[config.mk]
export PLATFORM = sky130hd
export DESIGN_NAME = char_lcd_nibble_writer_top
export DESIGN_NICKNAME = d
export VERILOG_FILES = /design/src/rtl/core/lcdnw_pkg.sv /design/src/rtl/core/char_lcd_nibble_writer_top.sv /design/src/rtl/core/lcdnw_cfg.sv /design/src/rtl/core/lcdnw_core.sv
export SDC_FILE = /design/constraint.sdc
export NUM_CORES = 1
export LEC_CHECK = 0
export ABC_CLOCK_PERIOD_IN_PS = 7000
export BUFFER_PORTS_ARGS = -buffer_cell sky130_fd_sc_hd__buf_2
export CELL_PAD_IN_SITES_DETAIL_PLACEMENT = 2
export CELL_PAD_IN_SITES_GLOBAL_PLACEMENT = 2
export CORE_ASPECT_RATIO = 0.9
export CORE_MARGIN = 4
export CORE_UTILIZATION = 40
export CTS_CLUSTER_DIAMETER = 50
export CTS_CLUSTER_SIZE = 28
export DETAILED_ROUTE_END_ITERATION = 8
export PLACE_DENSITY_LB_ADDON = 0.25
export RECOVER_POWER = 25
export SETUP_SLACK_MARGIN = 0.5
export SYNTH_ARGS = -nofsm -noshare
export SYNTH_HDL_FRONTEND = slang
export SYNTH_HIERARCHICAL = 1
export SYNTH_SLANG_ARGS = --single-unit
[constraint.sdc]
create_clock -name clk -period 7 [get_ports clk]
set_input_delay 0.35 -clock clk [delete_from_list [all_inputs] [get_ports clk]]
set_output_delay 0.35 -clock clk [all_outputs]
set_load 0.005 [all_outputs]
[src/rtl/core/lcdnw_pkg.sv]
`default_nettype none

package lcdnw_pkg;

	// action codes on the input tuser
	localparam logic [1:0] ACT_TICK  = 2'd0;
	localparam logic [1:0] ACT_WRITE = 2'd1;
	localparam logic [1:0] ACT_INIT  = 2'd2;

	// target codes
	localparam logic [1:0] TGT_ONE  = 2'd0;
	localparam logic [1:0] TGT_TWO  = 2'd1;
	localparam logic [1:0] TGT_BOTH = 2'd2;

	// register indexes on the config port
	localparam logic [1:0] REG_PULSE     = 2'd0;
	localparam logic [1:0] REG_CMD_WAIT  = 2'd1;
	localparam logic [1:0] REG_POWER_UP  = 2'd2;

	localparam int CFG_ADDR_W = 4;
	localparam int CFG_DATA_W = 32;

	localparam logic [15:0] PULSE_RESET    = 16'd200;
	localparam logic [23:0] CMD_WAIT_RESET = 24'd2000;
	localparam logic [23:0] POWER_UP_RESET = 24'd100000;

	localparam logic [3:0] INIT_COUNT = 4'd9;

	typedef enum logic [6:0] {
		PH_IDLE   = 7'b0000001,
		PH_POWER  = 7'b0000010,
		PH_HI_EN  = 7'b0000100,
		PH_HI_GAP = 7'b0001000,
		PH_LO_EN  = 7'b0010000,
		PH_LO_GAP = 7'b0100000,
		PH_SETTLE = 7'b1000000
	} phase_t;

	typedef struct packed {
		logic [15:0] pulse_ticks;
		logic [23:0] command_wait_ticks;
		logic [23:0] power_up_ticks;
	} cfg_t;

	typedef struct packed {
		logic [1:0] action;
		logic [7:0] value;
		logic       is_data;
		logic [1:0] target;
	} item_t;

	typedef struct packed {
		logic [3:0] data_nibble;
		logic       reg_select;
		logic       enable_one;
		logic       enable_two;
		logic       busy_res;
		logic       accepted;
	} result_t;

	// power-on command sequence, sent to both chips
	function automatic logic [7:0] init_cmd(input logic [3:0] step);
		logic [7:0] cmd;
		case (step)
			4'd0: cmd = 8'h33;
			4'd1: cmd = 8'h32;
			4'd2: cmd = 8'h28;
			4'd3: cmd = 8'h28;
			4'd4: cmd = 8'h28;
			4'd5: cmd = 8'h0C;
			4'd6: cmd = 8'h01;
			4'd7: cmd = 8'h06;
			4'd8: cmd = 8'h80;
			default: cmd = 8'h00;
		endcase
		return cmd;
	endfunction

endpackage

`default_nettype wire

[src/rtl/core/char_lcd_nibble_writer_top.sv]
`default_nettype none

// channel   dir   beat contents
// s_*       in    one item: tick, byte write request or init request
// m_*       out   one result per item: pin levels, busy, accepted
// apb       in    register writes and reads, always ready
//
// one item per cycle sustained while the output is not stalled; each item waits in the input
// register and its result is registered into the output register when the item moves on
// arst_n clears the sequencer to idle and the registers to their defaults
// a stalled result holds the output register; the input register keeps
// filling until both are full, then s_tready drops

module char_lcd_nibble_writer_top (
	input  wire logic                               clk,
	input  wire logic                               arst_n,
	// stream in
	input  wire logic                               s_tvalid,
	output logic                                    s_tready,
	input  wire logic [15:0]                        s_tdata,  // value[7:0], is_data[8], target[10:9]
	input  wire logic [1:0]                         s_tuser,  // action[1:0]
	// stream out
	output logic                                    m_tvalid,
	input  wire logic                               m_tready,
	output logic      [15:0]                        m_tdata,  // data_nibble[3:0], reg_select[4],
	                                                          // enable_one[5], enable_two[6],
	                                                          // busy_res[7], accepted[8]
	// register port
	input  wire logic                               psel,
	input  wire logic                               penable,
	input  wire logic                               pwrite,
	input  wire logic [lcdnw_pkg::CFG_ADDR_W-1:0]  paddr,
	input  wire logic [lcdnw_pkg::CFG_DATA_W-1:0]  pwdata,
	output logic      [lcdnw_pkg::CFG_DATA_W-1:0]  prdata,
	output logic                                    pready
);

	lcdnw_pkg::cfg_t    cfg;
	lcdnw_pkg::item_t   item_s1;
	lcdnw_pkg::result_t result;
	logic               valid_s1;
	logic               out_valid_q;
	logic               advance;
	logic               in_beat;

	// an item moves on when the output register is free or being emptied
	assign advance  = valid_s1 && (!out_valid_q || m_tready);
	assign s_tready = !valid_s1 || advance;
	assign in_beat  = s_tvalid && s_tready;

	// input register
	always_ff @(posedge clk or negedge arst_n) begin
		if (!arst_n) begin
			valid_s1 <= 1'b0;
		end else if (in_beat) begin
			valid_s1 <= 1'b1;
		end else if (advance) begin
			valid_s1 <= 1'b0;
		end
	end

	always_ff @(posedge clk) begin
		if (in_beat) begin
			item_s1.action  <= s_tuser;
			item_s1.value   <= s_tdata[7:0];
			item_s1.is_data <= s_tdata[8];
			item_s1.target  <= s_tdata[10:9];
		end
	end

	// output valid
	always_ff @(posedge clk or negedge arst_n) begin
		if (!arst_n) begin
			out_valid_q <= 1'b0;
		end else if (advance) begin
			out_valid_q <= 1'b1;
		end else if (m_tready) begin
			out_valid_q <= 1'b0;
		end
	end

	assign m_tvalid = out_valid_q;
	assign m_tdata  = {7'd0, result.accepted, result.busy_res, result.enable_two,
		result.enable_one, result.reg_select, result.data_nibble};

	lcdnw_cfg u_cfg (
		.clk     (clk),
		.arst_n  (arst_n),
		.psel    (psel),
		.penable (penable),
		.pwrite  (pwrite),
		.paddr   (paddr),
		.pwdata  (pwdata),
		.prdata  (prdata),
		.pready  (pready),
		.cfg     (cfg)
	);

	// sequencer state and result register
	lcdnw_core u_core (
		.clk     (clk),
		.arst_n  (arst_n),
		.step_en (advance),
		.item    (item_s1),
		.cfg     (cfg),
		.result  (result)
	);

endmodule

`default_nettype wire

[src/rtl/core/lcdnw_cfg.sv]
`default_nettype none

module lcdnw_cfg (
	input  wire logic                               clk,
	input  wire logic                               arst_n,
	input  wire logic                               psel,
	input  wire logic                               penable,
	input  wire logic                               pwrite,
	input  wire logic [lcdnw_pkg::CFG_ADDR_W-1:0]  paddr,
	input  wire logic [lcdnw_pkg::CFG_DATA_W-1:0]  pwdata,
	output logic      [lcdnw_pkg::CFG_DATA_W-1:0]  prdata,
	output logic                                    pready,
	output lcdnw_pkg::cfg_t                         cfg
);

	logic [1:0] reg_idx;
	logic       wr_en;
	lcdnw_pkg::cfg_t cfg_q;

	assign reg_idx = paddr[3:2];
	assign wr_en   = psel && penable && pwrite;
	assign pready  = 1'b1;
	assign cfg     = cfg_q;

	always_ff @(posedge clk or negedge arst_n) begin
		if (!arst_n) begin
			cfg_q.pulse_ticks        <= lcdnw_pkg::PULSE_RESET;
			cfg_q.command_wait_ticks <= lcdnw_pkg::CMD_WAIT_RESET;
			cfg_q.power_up_ticks     <= lcdnw_pkg::POWER_UP_RESET;
		end else if (wr_en) begin
			case (reg_idx)
				lcdnw_pkg::REG_PULSE:    cfg_q.pulse_ticks        <= pwdata[15:0];
				lcdnw_pkg::REG_CMD_WAIT: cfg_q.command_wait_ticks <= pwdata[23:0];
				lcdnw_pkg::REG_POWER_UP: cfg_q.power_up_ticks     <= pwdata[23:0];
				default: ;
			endcase
		end
	end

	// read back, the unused register index reads zero
	always_comb begin
		case (reg_idx)
			lcdnw_pkg::REG_PULSE:    prdata = {16'd0, cfg_q.pulse_ticks};
			lcdnw_pkg::REG_CMD_WAIT: prdata = {8'd0, cfg_q.command_wait_ticks};
			lcdnw_pkg::REG_POWER_UP: prdata = {8'd0, cfg_q.power_up_ticks};
			default:                 prdata = '0;
		endcase
	end

endmodule

`default_nettype wire

[src/rtl/core/lcdnw_core.sv]
`default_nettype none

module lcdnw_core (
	input  wire logic             clk,
	input  wire logic             arst_n,
	input  wire logic             step_en,
	input  wire lcdnw_pkg::item_t item,
	input  wire lcdnw_pkg::cfg_t  cfg,
	output lcdnw_pkg::result_t    result
);

	typedef struct packed {
		lcdnw_pkg::phase_t phase;
		logic [23:0]       tick_count;
		logic [7:0]        held_byte;
		logic              held_select;
		logic [1:0]        held_target;
		logic [3:0]        init_step;
		logic              init_running;
	} seq_state_t;

	seq_state_t cur_q;
	seq_state_t nxt;
	logic       acc;
	logic [23:0] cnt;
	logic [23:0] len;
	logic [15:0] pulse_eff;
	logic [3:0]  step_inc;
	logic        more_cmds;
	logic        en_high;
	lcdnw_pkg::result_t res;
	lcdnw_pkg::result_t result_s2;

	assign pulse_eff = (cfg.pulse_ticks == 16'd0) ? 16'd1 : cfg.pulse_ticks;
	assign cnt       = cur_q.tick_count + 24'd1;
	assign step_inc  = cur_q.init_step + 4'd1;
	assign more_cmds = cur_q.init_running && (step_inc < lcdnw_pkg::INIT_COUNT);

	always_comb begin
		case (cur_q.phase)
			lcdnw_pkg::PH_POWER:  len = cfg.power_up_ticks;
			lcdnw_pkg::PH_SETTLE: len = cfg.command_wait_ticks;
			default:              len = {8'd0, pulse_eff};
		endcase
	end

	always_comb begin
		nxt = cur_q;
		acc = 1'b0;
		case (item.action)
			lcdnw_pkg::ACT_TICK: begin
				if (cur_q.phase != lcdnw_pkg::PH_IDLE) begin
					if (cnt >= len) begin
						nxt.tick_count = '0;
						case (cur_q.phase)
							lcdnw_pkg::PH_POWER: begin
								nxt.init_step   = '0;
								nxt.held_byte   = lcdnw_pkg::init_cmd(4'd0);
								nxt.held_select = 1'b0;
								nxt.held_target = lcdnw_pkg::TGT_BOTH;
								nxt.phase       = lcdnw_pkg::PH_HI_EN;
							end
							lcdnw_pkg::PH_HI_EN:  nxt.phase = lcdnw_pkg::PH_HI_GAP;
							lcdnw_pkg::PH_HI_GAP: nxt.phase = lcdnw_pkg::PH_LO_EN;
							lcdnw_pkg::PH_LO_EN:  nxt.phase = lcdnw_pkg::PH_LO_GAP;
							lcdnw_pkg::PH_LO_GAP,
							lcdnw_pkg::PH_SETTLE: begin
								if (cur_q.phase == lcdnw_pkg::PH_LO_GAP && !cur_q.held_select
										&& cfg.command_wait_ticks != 24'd0) begin
									nxt.phase = lcdnw_pkg::PH_SETTLE;
								end else if (more_cmds) begin
									nxt.init_step   = step_inc;
									nxt.held_byte   = lcdnw_pkg::init_cmd(step_inc);
									nxt.held_select = 1'b0;
									nxt.held_target = lcdnw_pkg::TGT_BOTH;
									nxt.phase       = lcdnw_pkg::PH_HI_EN;
								end else begin
									nxt.init_running = 1'b0;
									nxt.phase        = lcdnw_pkg::PH_IDLE;
								end
							end
							default: nxt.phase = lcdnw_pkg::PH_IDLE;
						endcase
					end else begin
						nxt.tick_count = cnt;
					end
				end
			end
			lcdnw_pkg::ACT_WRITE: begin
				if (cur_q.phase == lcdnw_pkg::PH_IDLE) begin
					nxt.init_running = 1'b0;
					nxt.held_byte    = item.value;
					nxt.held_select  = item.is_data;
					nxt.held_target  = item.target;
					nxt.phase        = lcdnw_pkg::PH_HI_EN;
					nxt.tick_count   = '0;
					acc              = 1'b1;
				end
			end
			lcdnw_pkg::ACT_INIT: begin
				if (cur_q.phase == lcdnw_pkg::PH_IDLE) begin
					nxt.init_running = 1'b1;
					nxt.init_step    = '0;
					nxt.tick_count   = '0;
					if (cfg.power_up_ticks == 24'd0) begin
						nxt.held_byte   = lcdnw_pkg::init_cmd(4'd0);
						nxt.held_select = 1'b0;
						nxt.held_target = lcdnw_pkg::TGT_BOTH;
						nxt.phase       = lcdnw_pkg::PH_HI_EN;
					end else begin
						nxt.phase = lcdnw_pkg::PH_POWER;
					end
					acc = 1'b1;
				end
			end
			default: ;
		endcase
	end

	// pin levels follow the updated state
	assign en_high = (nxt.phase == lcdnw_pkg::PH_HI_EN) || (nxt.phase == lcdnw_pkg::PH_LO_EN);

	always_comb begin
		if (nxt.phase == lcdnw_pkg::PH_HI_EN || nxt.phase == lcdnw_pkg::PH_HI_GAP) begin
			res.data_nibble = nxt.held_byte[7:4];
		end else begin
			res.data_nibble = nxt.held_byte[3:0];
		end
		res.reg_select = nxt.held_select;
		res.enable_one = en_high && (nxt.held_target == lcdnw_pkg::TGT_ONE
			|| nxt.held_target == lcdnw_pkg::TGT_BOTH);
		res.enable_two = en_high && (nxt.held_target == lcdnw_pkg::TGT_TWO
			|| nxt.held_target == lcdnw_pkg::TGT_BOTH);
		res.busy_res   = (nxt.phase != lcdnw_pkg::PH_IDLE);
		res.accepted   = acc;
	end

	always_ff @(posedge clk or negedge arst_n) begin
		if (!arst_n) begin
			cur_q.phase        <= lcdnw_pkg::PH_IDLE;
			cur_q.tick_count   <= '0;
			cur_q.held_byte    <= '0;
			cur_q.held_select  <= 1'b0;
			cur_q.held_target  <= '0;
			cur_q.init_step    <= '0;
			cur_q.init_running <= 1'b0;
		end else if (step_en) begin
			cur_q <= nxt;
		end
	end

	always_ff @(posedge clk) begin
		if (step_en) begin
			result_s2 <= res;
		end
	end

	assign result = result_s2;

`ifndef SYNTHESIS
	a_idle_no_init: assert property (@(posedge clk) disable iff (!arst_n)
		cur_q.phase == lcdnw_pkg::PH_IDLE |-> !cur_q.init_running)
		else $error("init flag set while idle");

	a_power_in_init: assert property (@(posedge clk) disable iff (!arst_n)
		cur_q.phase == lcdnw_pkg::PH_POWER |-> cur_q.init_running)
		else $error("power-up wait outside init");

	a_step_range: assert property (@(posedge clk) disable iff (!arst_n)
		cur_q.init_step < lcdnw_pkg::INIT_COUNT)
		else $error("init step out of range");

	a_accept_busy: assert property (@(posedge clk) disable iff (!arst_n)
		step_en && acc |=> result_s2.busy_res)
		else $error("taken request did not start a sequence");
`endif

endmodule

`default_nettype wire

## After elaboration in Yosys (flattened, before gate mapping)

Memory sizes are Yosys's and may differ from the RTL's.
Index checks and enable logic that the tools add are counted.

- Bits of input ports: 61
- Bits in registers: 135
- Memories: 1
- Memory bits (read-only): 112
- Output and inout bits: 51
- Word-level logic and storage cells: 120

Memory list:

| memory | words | bits a word | read ports | clocked after memory_dff | write ports | RTL line | text |
|---|---|---|---|---|---|---|---|
| (name not given) | 16 | 7 | 1 | 0 | 0 | lcdnw_pkg.sv:64 | `case (step)` |

- Magnitude comparators: 2
- $add $sub $neg: 2
- Muxes and demuxes: 29
- Equality and inequality tests: 28
- Reductions and logical operators: 36

Operators with widths:

| operator | count |
|---|---|
| case mux 42 bit (3 select lines) | 1 |
| 2-to-1 mux 47 bit | 2 |
| case mux 24 bit (3 select lines) | 1 |
| 2-to-1 mux 16 bit | 3 |
| case mux 24 bit (2 select lines) | 1 |
| 2-to-1 mux 42 bit | 1 |
| case mux 7 bit (5 select lines) | 1 |
| case mux 15 bit (2 select lines) | 1 |
| adder 24 x 1 -> 24 bit, second input constant | 1 |
| greater-or-equal comparator 24 bit | 1 |
| logical NOT 24 bit | 1 |
| 2-to-1 mux 24 bit | 1 |
| nonzero test 24 bit | 1 |
| logical NOT 16 bit | 1 |
| 2-to-1 mux 15 bit | 1 |
| equality test 7 x 3 -> 1 bit, second input constant | 2 |
| equality test 7 x 4 -> 1 bit, second input constant | 2 |
| equality test 7 x 5 -> 1 bit, second input constant | 2 |
| 2-to-1 mux 7 bit | 2 |
| inequality test 7 x 1 -> 1 bit, second input constant | 2 |
| 2-to-1 mux 11 bit | 1 |
| logical AND 1 bit | 9 |
| AND reduction 9 bit | 1 |
| 2-to-1 mux 1 bit | 8 |
| other kinds (25) | 50 |

## Logic depth before layout (Yosys ltp)

Gate-level depths: netlist of run 1.

- Depth after elaboration: 12
- Gate-level depth with buffers: 21
- Mapped depth without buffers: 21

## Cells and area by module

Netlist of run 1, hierarchy kept.

By module, submodules not included:

| module | instances | sequential area each (sq um) | area each (sq um) | cells each |
|---|---|---|---|---|
| lcdnw_core | 1 | 1447.6 | 4834.6 | 579 |
| lcdnw_cfg | 1 | 1620.3 | 3026.7 | 215 |
| char_lcd_nibble_writer_top | 1 | 440.4 | 550.5 | 29 |

## Worst setup path before layout of run 1

No wires, ideal clock.

- Kind: register to register
- Start point: register u_core/cur_q[43] (netlist bit)
- End point: register u_core.result_s2, in the netlist u_core/result[2] (data pin)
- Arrival time: 4442 ps
- Clock period less this slack: 4711 ps
- Path slack: 2289 ps
- Buffers on the path: 2
- Required time: 6731 ps
- Setup time: 269 ps
- Cell stages (with the launch flop): 19
- Cells stage by stage: dfrtp_1 -> buf_6 -> nor4_4 -> nand2b_2 -> nor3b_1 -> clkbuf_1 -> a22o_1 -> a21oi_1 -> ha_1 -> nand2_1 -> or3_1 -> o221ai_1 -> a21bo_2 -> o21ai_1 -> or2_1 -> a221o_1 -> a21boi_0 -> ha_1 -> nor4b_1

RTL lines:

| element | RTL line | text |
|---|---|---|
| from (decl) | lcdnw_core.sv:22 | `seq_state_t cur_q;` |
| from (signal assigned) | lcdnw_core.sv:148 | `cur_q <= nxt;` |
| to (signal assigned) | lcdnw_core.sv:154 | `result_s2 <= res;` |
| to (decl) | lcdnw_core.sv:32 | `lcdnw_pkg::result_t result_s2;` |

==> metrics, run 1 <==
Core Util, Final 0.4573; Tcrit/Tclk final 0.8302; GP Congestion 0.8415; FF+latch area 3508 um^2; slowest CP cell nor4_1; Yosys top cell by area dfrtp_1; status finished, violations left; setup slack, reg-to-reg roughly 1.2 ns; Worst-Margin Slew 2.204 ns; overall power ~2.5 mW; Critical R2R Launch u_core/cur_q[18]; worst hold endpoint item_s1[7]; Mapped Cells 823; GRT Residual Overflow 0; IO Count about 110; CP Launch Type register; CP endpoint kind register; Residual DRC 0; CP Max Fanout 7; Iteration-0 DRC Markers 438; maximum VDD drop around 200 uV; Finished Cell Area 9498 um^2; Synth Warn # 6; IO Port Bufs 80; vias in the first global route between 7000 and 8000; wire per inst 24.50 um; endpoints failing setup 0; crit path kind register to register; clock-pin slew on the worst setup and hold paths about 0.07 ns; fillers 2213; Die H 145.6 um; hold path depth 1; placed insts 1155; Reg2Reg Depth 17; Max Clk Rate 172.1 MHz; total wire length 29110 um; Worst Hold Launch s_tdata[4]; failing checks max-capacitance violations, max-slew violations; via/cell ratio between 5 and 6; crit path DAT 6.05 ns; CP max stage delay 0.56 ns; Synth area leaders dfrtp_1, edfxtp_1, mux2_2, ha_1, dfstp_2; clock buffer depth 2; Die ar. 23420 um^2; DP Wirelength between 20000 and 25000 um; Primary FF master, synth dfrtp_1; DRT Pass-1 Iters 5; leakage power 4.188 nW; Area Overhead vs Synth 12.91%; Netlist cell types 79; final hold vios 0; # Max-Cap Violations 2; Final Max Slew Viols 57; clk root buf clkbuf_16; Avg Cell Area, Syn 10.22 um^2; initial antenna violation count 0; Final min period 5.812 ns; Setup Skew 0.01557 ns; via count 7117; # diodes 0; H-tree level count 4; synthesized area between 8000 and 9000 um^2; CP cell instances nand4_1, nor3_1, and3_1, nand3_1, nor4_1, xor2_1, ha_1, nand4_1, nor4_1, a21bo_2, o21ai_1, or2_1, a21oi_1, a2bb2oi_1, inv_1, ha_1, nor4b_1; post-route setup TNS 0 ns; CTS tree yes; final cell count without fillers 1188; # rows 50; Worst slew margin -0.4693; Synth Register Bits 135; Critical Path RT 7.24 ns; Worst path depth 17; Synth top area share 0.2886; CTS sink count 135; clk_lat worst skew 0.44 ns; Worst Setup SP u_core/cur_q[18]; Power Dens Cells 263.9 nW/um^2; Core Area 20770 um^2; first-pass GRT wire length 46310 um; pin count of the biggest net entering global routing 81; Post-synth EDFFs 22; post-CTS sizing 0; Seq/Total Area, Yosys 0.4171; RSZ-0062 raised after global routing no; antenna viol nets, final 0; Initial Utilization 0.4050; Post-synth ARST share 0.8370; pre-CTS setup slack 1.350 ns; # nets final between 900 and 1000; final hold slack 0.07840 ns; GRT Total Usage 0.2505; CTS Buf Count 17; layout cells sized above 1 0.2450; multi-input logic area 4516 um^2; delay-heaviest family, CP simple AND/OR/NAND/NOR gates; width of the chip roughly 160 um; DP Area 8959 um^2; Hold Crit Class primary input to register; crit path buf inv count 1; Critical R2R Capture u_core/result[2]; Setup WS post-layout about 1.2 ns
## repair_timing
action	in CTS	in global routing
endpoints found under the hold margin	32	0
hold buffers	1	0
buffers inserted	0	0
## layout by cell type, fill, tap and decap left out, types with 16 or more instances in the layout
cell / n
dfrtp_1: 97
nand2_1: 81
buf_2: 72
a21oi_1: 56
o21ai_0: 54
mux2_2: 49
nor2_1: 41
a22o_1: 40
ha_1: 37
edfxtp_1: 22
mux2i_1: 21
mux2_4: 21
nand3_1: 20
inv_1: 20
nor4_1: 20
clkbuf_16: 17
xnor2_1: 17
conb_1: 16
dfstp_2: 16
## kinds of logic (layout without fill, tap and decap cells)
kind of cell / after synthesis / count (layout) / share of synthesized area
multiplexers: 91 / 91 / 0.1281
XOR/XNOR: 28 / 28 / 0.02915
buffers and inverters: 78 / 144 / 0.05132
adder cells (fa/ha/maj): 37 / 37 / 0.05503
other: 3 / 16 / 0.001339
AND/OR/NAND/NOR: 237 / 237 / 0.1468
flip-flops: 135 / 135 / 0.4171
AO/OA/AOI/OAI: 214 / 214 / 0.1712
## where the power goes
group          internal, mW  total, mW  leakage, nW  switching [mW]
registers             0.937       1.09         1.63           0.154
logic                 0.241      0.537         2.29           0.296
clock network         0.468      0.878        0.274           0.410
## cell usage after synthesis, drive strengths merged (22+ instances only)
| cell type | count |
|---|---|
| buf | 34 |
| nor2 | 43 |
| clkbuf | 24 |
| nand2 | 81 |
| a22o | 40 |
| o21ai | 59 |
| a21oi | 56 |
| dfrtp | 97 |
| edfxtp | 22 |
| mux2 | 70 |
| nand3 | 23 |
| ha | 37 |
## worst max path at each step
stage	end	slack (ns)
2_1_floorplan	u_core/result[2]	2.29
3_3_place_gp	u_core/result[2]	1.67
3_5_place_dp	u_core/result[2]	1.35
4_1_cts	u_core/result[2]	1.22
5_1_grt	u_core/result[2]	0.64
6_report	u_core/result[2]	1.19
## routing by layer
metal	global-route usage	share of wire	up-vias
li1	-	-	3156
met4	0.07377	0.016	0
met5	0	0	-
met2	0.4057	0.48	220
met3	0.04050	0.052	30
met1	0.3478	0.46	3711
## area by class of cell
type / count / share of cell area
flip-flops and latches: 135 / 0.3694
inverters: 20 / 0.007904
clock buffers: 17 / 0.04479
well taps: 286 / 0.03768
multi-input cells: 623 / 0.4754
repair buffers: 92 / 0.05045
clock inverters: 15 / 0.01436
## state kept, by name (all words and copies together) (netlist names)
register / cells
valid_s1: 1
u_cfg/cfg: 64
item_s1: 13
m_tvalid: 1
u_core/cur_q: 47
u_core/result: 9
Power figures use the tool's default switching activity.
==> run 2, diff against run 1 <==
ABC_CLOCK_PERIOD_IN_PS = 5000   (was 7000)
CORE_UTILIZATION = 34   (was 40)
clock period = 5 ns   (was 7 ns; I/O delays follow)
==> metrics, run 2 (same netlist as run 1, synthesis figures left out) <==
IO Count 112 (unchanged); IO Port Bufs 80 (unchanged); failing checks max-capacitance violations, max-slew violations; CTS tree yes; Max Clk Rate 222.0 MHz (+29%); Critical R2R Capture u_core/result[5]; Residual DRC 0 (unchanged); clock buffer depth 2 (unchanged); DP Area 9156 um^2 (+2.2%); antenna viol nets, final 0 (unchanged); first-pass GRT wire length 44800 um (-3.3%); setup slack, reg-to-reg 0.50 ns (-0.69 ns); GRT Residual Overflow 0 (unchanged); wire per inst 23.33 um (-4.8%); post-route setup TNS 0 ns (unchanged); Die ar. 27320 um^2 (+17%); # nets final 1049 (+6.3%); hold path depth 2 (+1); # Max-Cap Violations 1 (-1); most common cell after layout, fill and taps aside dfrtp_1; layout cells sized above 1 0.3340 (+0.08901); # rows 54 (+8.0%); Critical R2R Launch u_core/cur_q[43]; RSZ-0062 raised after global routing yes; placed insts 1198 (+3.7%); worst hold endpoint valid_s1; # diodes 0 (unchanged); Tcrit/Tclk final 0.9008 (+0.07061); Hold Crit Class primary input to register; vias in the first global route 7660 (-3.2%); Worst Hold Launch s_tvalid; leakage power 4.604 nW (+9.9%); H-tree level count 4 (unchanged); pin count of the biggest net entering global routing 71 (-12%); Final Max Slew Viols 71 (+25%); Area Overhead vs Synth 24.45%; GP Congestion 0.8361 (-0.64%); Die H 157.2 um (+8.0%); Reg2Reg Depth 16 (-1); Core Area 24320 um^2 (+17%); CP endpoint kind register; CP Max Fanout 17 (+10); CP Launch Type register; Finished Cell Area 10470 um^2 (+10%); Largest register FFs 64 (unchanged); fillers 2602 (+18%); via count 7152 (+0.49%); DRT Pass-1 Iters 5 (unchanged); GRT Total Usage 0.2093 (-0.04121); endpoints failing setup 0 (unchanged); Setup Skew 0.01249 ns (-0.003082 ns); final hold vios 0 (unchanged); Worst slew margin -0.2956 (+0.1737); clock-pin slew on the worst setup and hold paths 0.07 ns (about the same); initial antenna violation count 0 (unchanged); final hold slack 0.01975 ns (-0.05865 ns); FF+latch area 3516 um^2 (+0.21%); crit path DAT 4.70 ns (-1.35 ns); clk_lat worst skew 0.44 ns (about the same); width of the chip 173.8 um (+8.0%); most frequent cells in the layout dfrtp_1, nand2_1, buf_2; final cell count without fillers 1272 (+7.1%); Initial Utilization 0.3458 (-0.05917); Critical Path RT 5.19 ns (-2.05 ns); CTS sink count 135 (unchanged); Worst-Margin Slew 1.943 ns (-0.2606 ns); status finished, violations left; via/cell ratio 5.623 (-6.1%); multi-input logic area 4900 um^2 (+8.5%); total wire length 29670 um (+1.9%); maximum VDD drop 176.6 uV (-14%); Power Dens Cells 352.4 nW/um^2 (+34%); crit path kind register to register; Final min period 4.504 ns (-1.307 ns); CTS Buf Count 17 (unchanged); overall power 3.689 mW (+47%); Iteration-0 DRC Markers 433 (-1.1%); clk root buf clkbuf_16; DP Wirelength 20140 um (-1.9%)
[run 2: worst max-delay path: stages (launching register included)]
cell,delay (ns)
dfrtp_1,0.41
nor4_4,0.26
buf_4,0.18
and3_2,0.28
buf_6,0.22
a22o_1,0.21
a21oi_2,0.05
ha_1,0.33
a211o_1,0.36
a31oi_4,0.22
o221ai_4,0.13
a21bo_4,0.28
nor2_4,0.17
mux2_4,0.34
nor4b_4,0.32
nand3_4,0.17
mux2_4,0.33
[run 2: cell type report]
cell class | count | area share
multi-input combinational | 623 | 0.4680
sequential | 135 | 0.3358
timing repair buffer | 154 | 0.09609
clock buffer | 18 | 0.04099
tap | 308 | 0.03681
clock inverter | 14 | 0.01506
inverter | 20 | 0.007171
[run 2: how the worst max path moves through the flow]
stage | startpoint | endpoint | slack, ns | cells past startpoint
floorplan | u_core/cur_q[18] | u_core/result[2] | 0.51 | 17
global placement | u_core/cur_q[43] | u_core/result[2] | 0.11 | 16
detailed placement | u_core/cur_q[43] | u_core/result[2] | -0.02 | 16
CTS | u_core/cur_q[22] | u_core/result[2] | 0.50 | 18
global route | u_core/cur_q[18] | u_core/result[2] | 0.30 | 18
finish | u_core/cur_q[43] | u_core/result[5] | 0.50 | 16
[run 2: metrics by stage]
stage          worst slack [ns]  utilization
2_1_floorplan            0.5122            -
3_3_place_gp             0.1079       0.3764
3_5_place_dp           -0.02158       0.3764
4_1_cts                  0.5021       0.4144
5_1_grt                  0.3037       0.4304
6_report                 0.4958       0.4304
[run 2: power by group]
group | total (mW) | switching (mW) | internal [mW]
combinational | 0.885 | 0.467 | 0.418
clock | 1.28 | 0.573 | 0.710
sequential | 1.52 | 0.208 | 1.31
[run 2: repair_timing]
item,CTS,global route
pin swaps,10,29
buffers inserted,8,20
endpoints found under the setup margin,32,15
resized for setup,35,47
endpoints found under the hold margin,18,1
hold buffers,13,1
[run 2: metal layers]
metal,share of wire,up-vias,GRT usage
li1,-,3275,-
met1,0.49,3695,0.3059
met2,0.46,162,0.3222
met3,0.043,20,0.04419
met4,0.0092,0,0.04297
met5,0,-,0
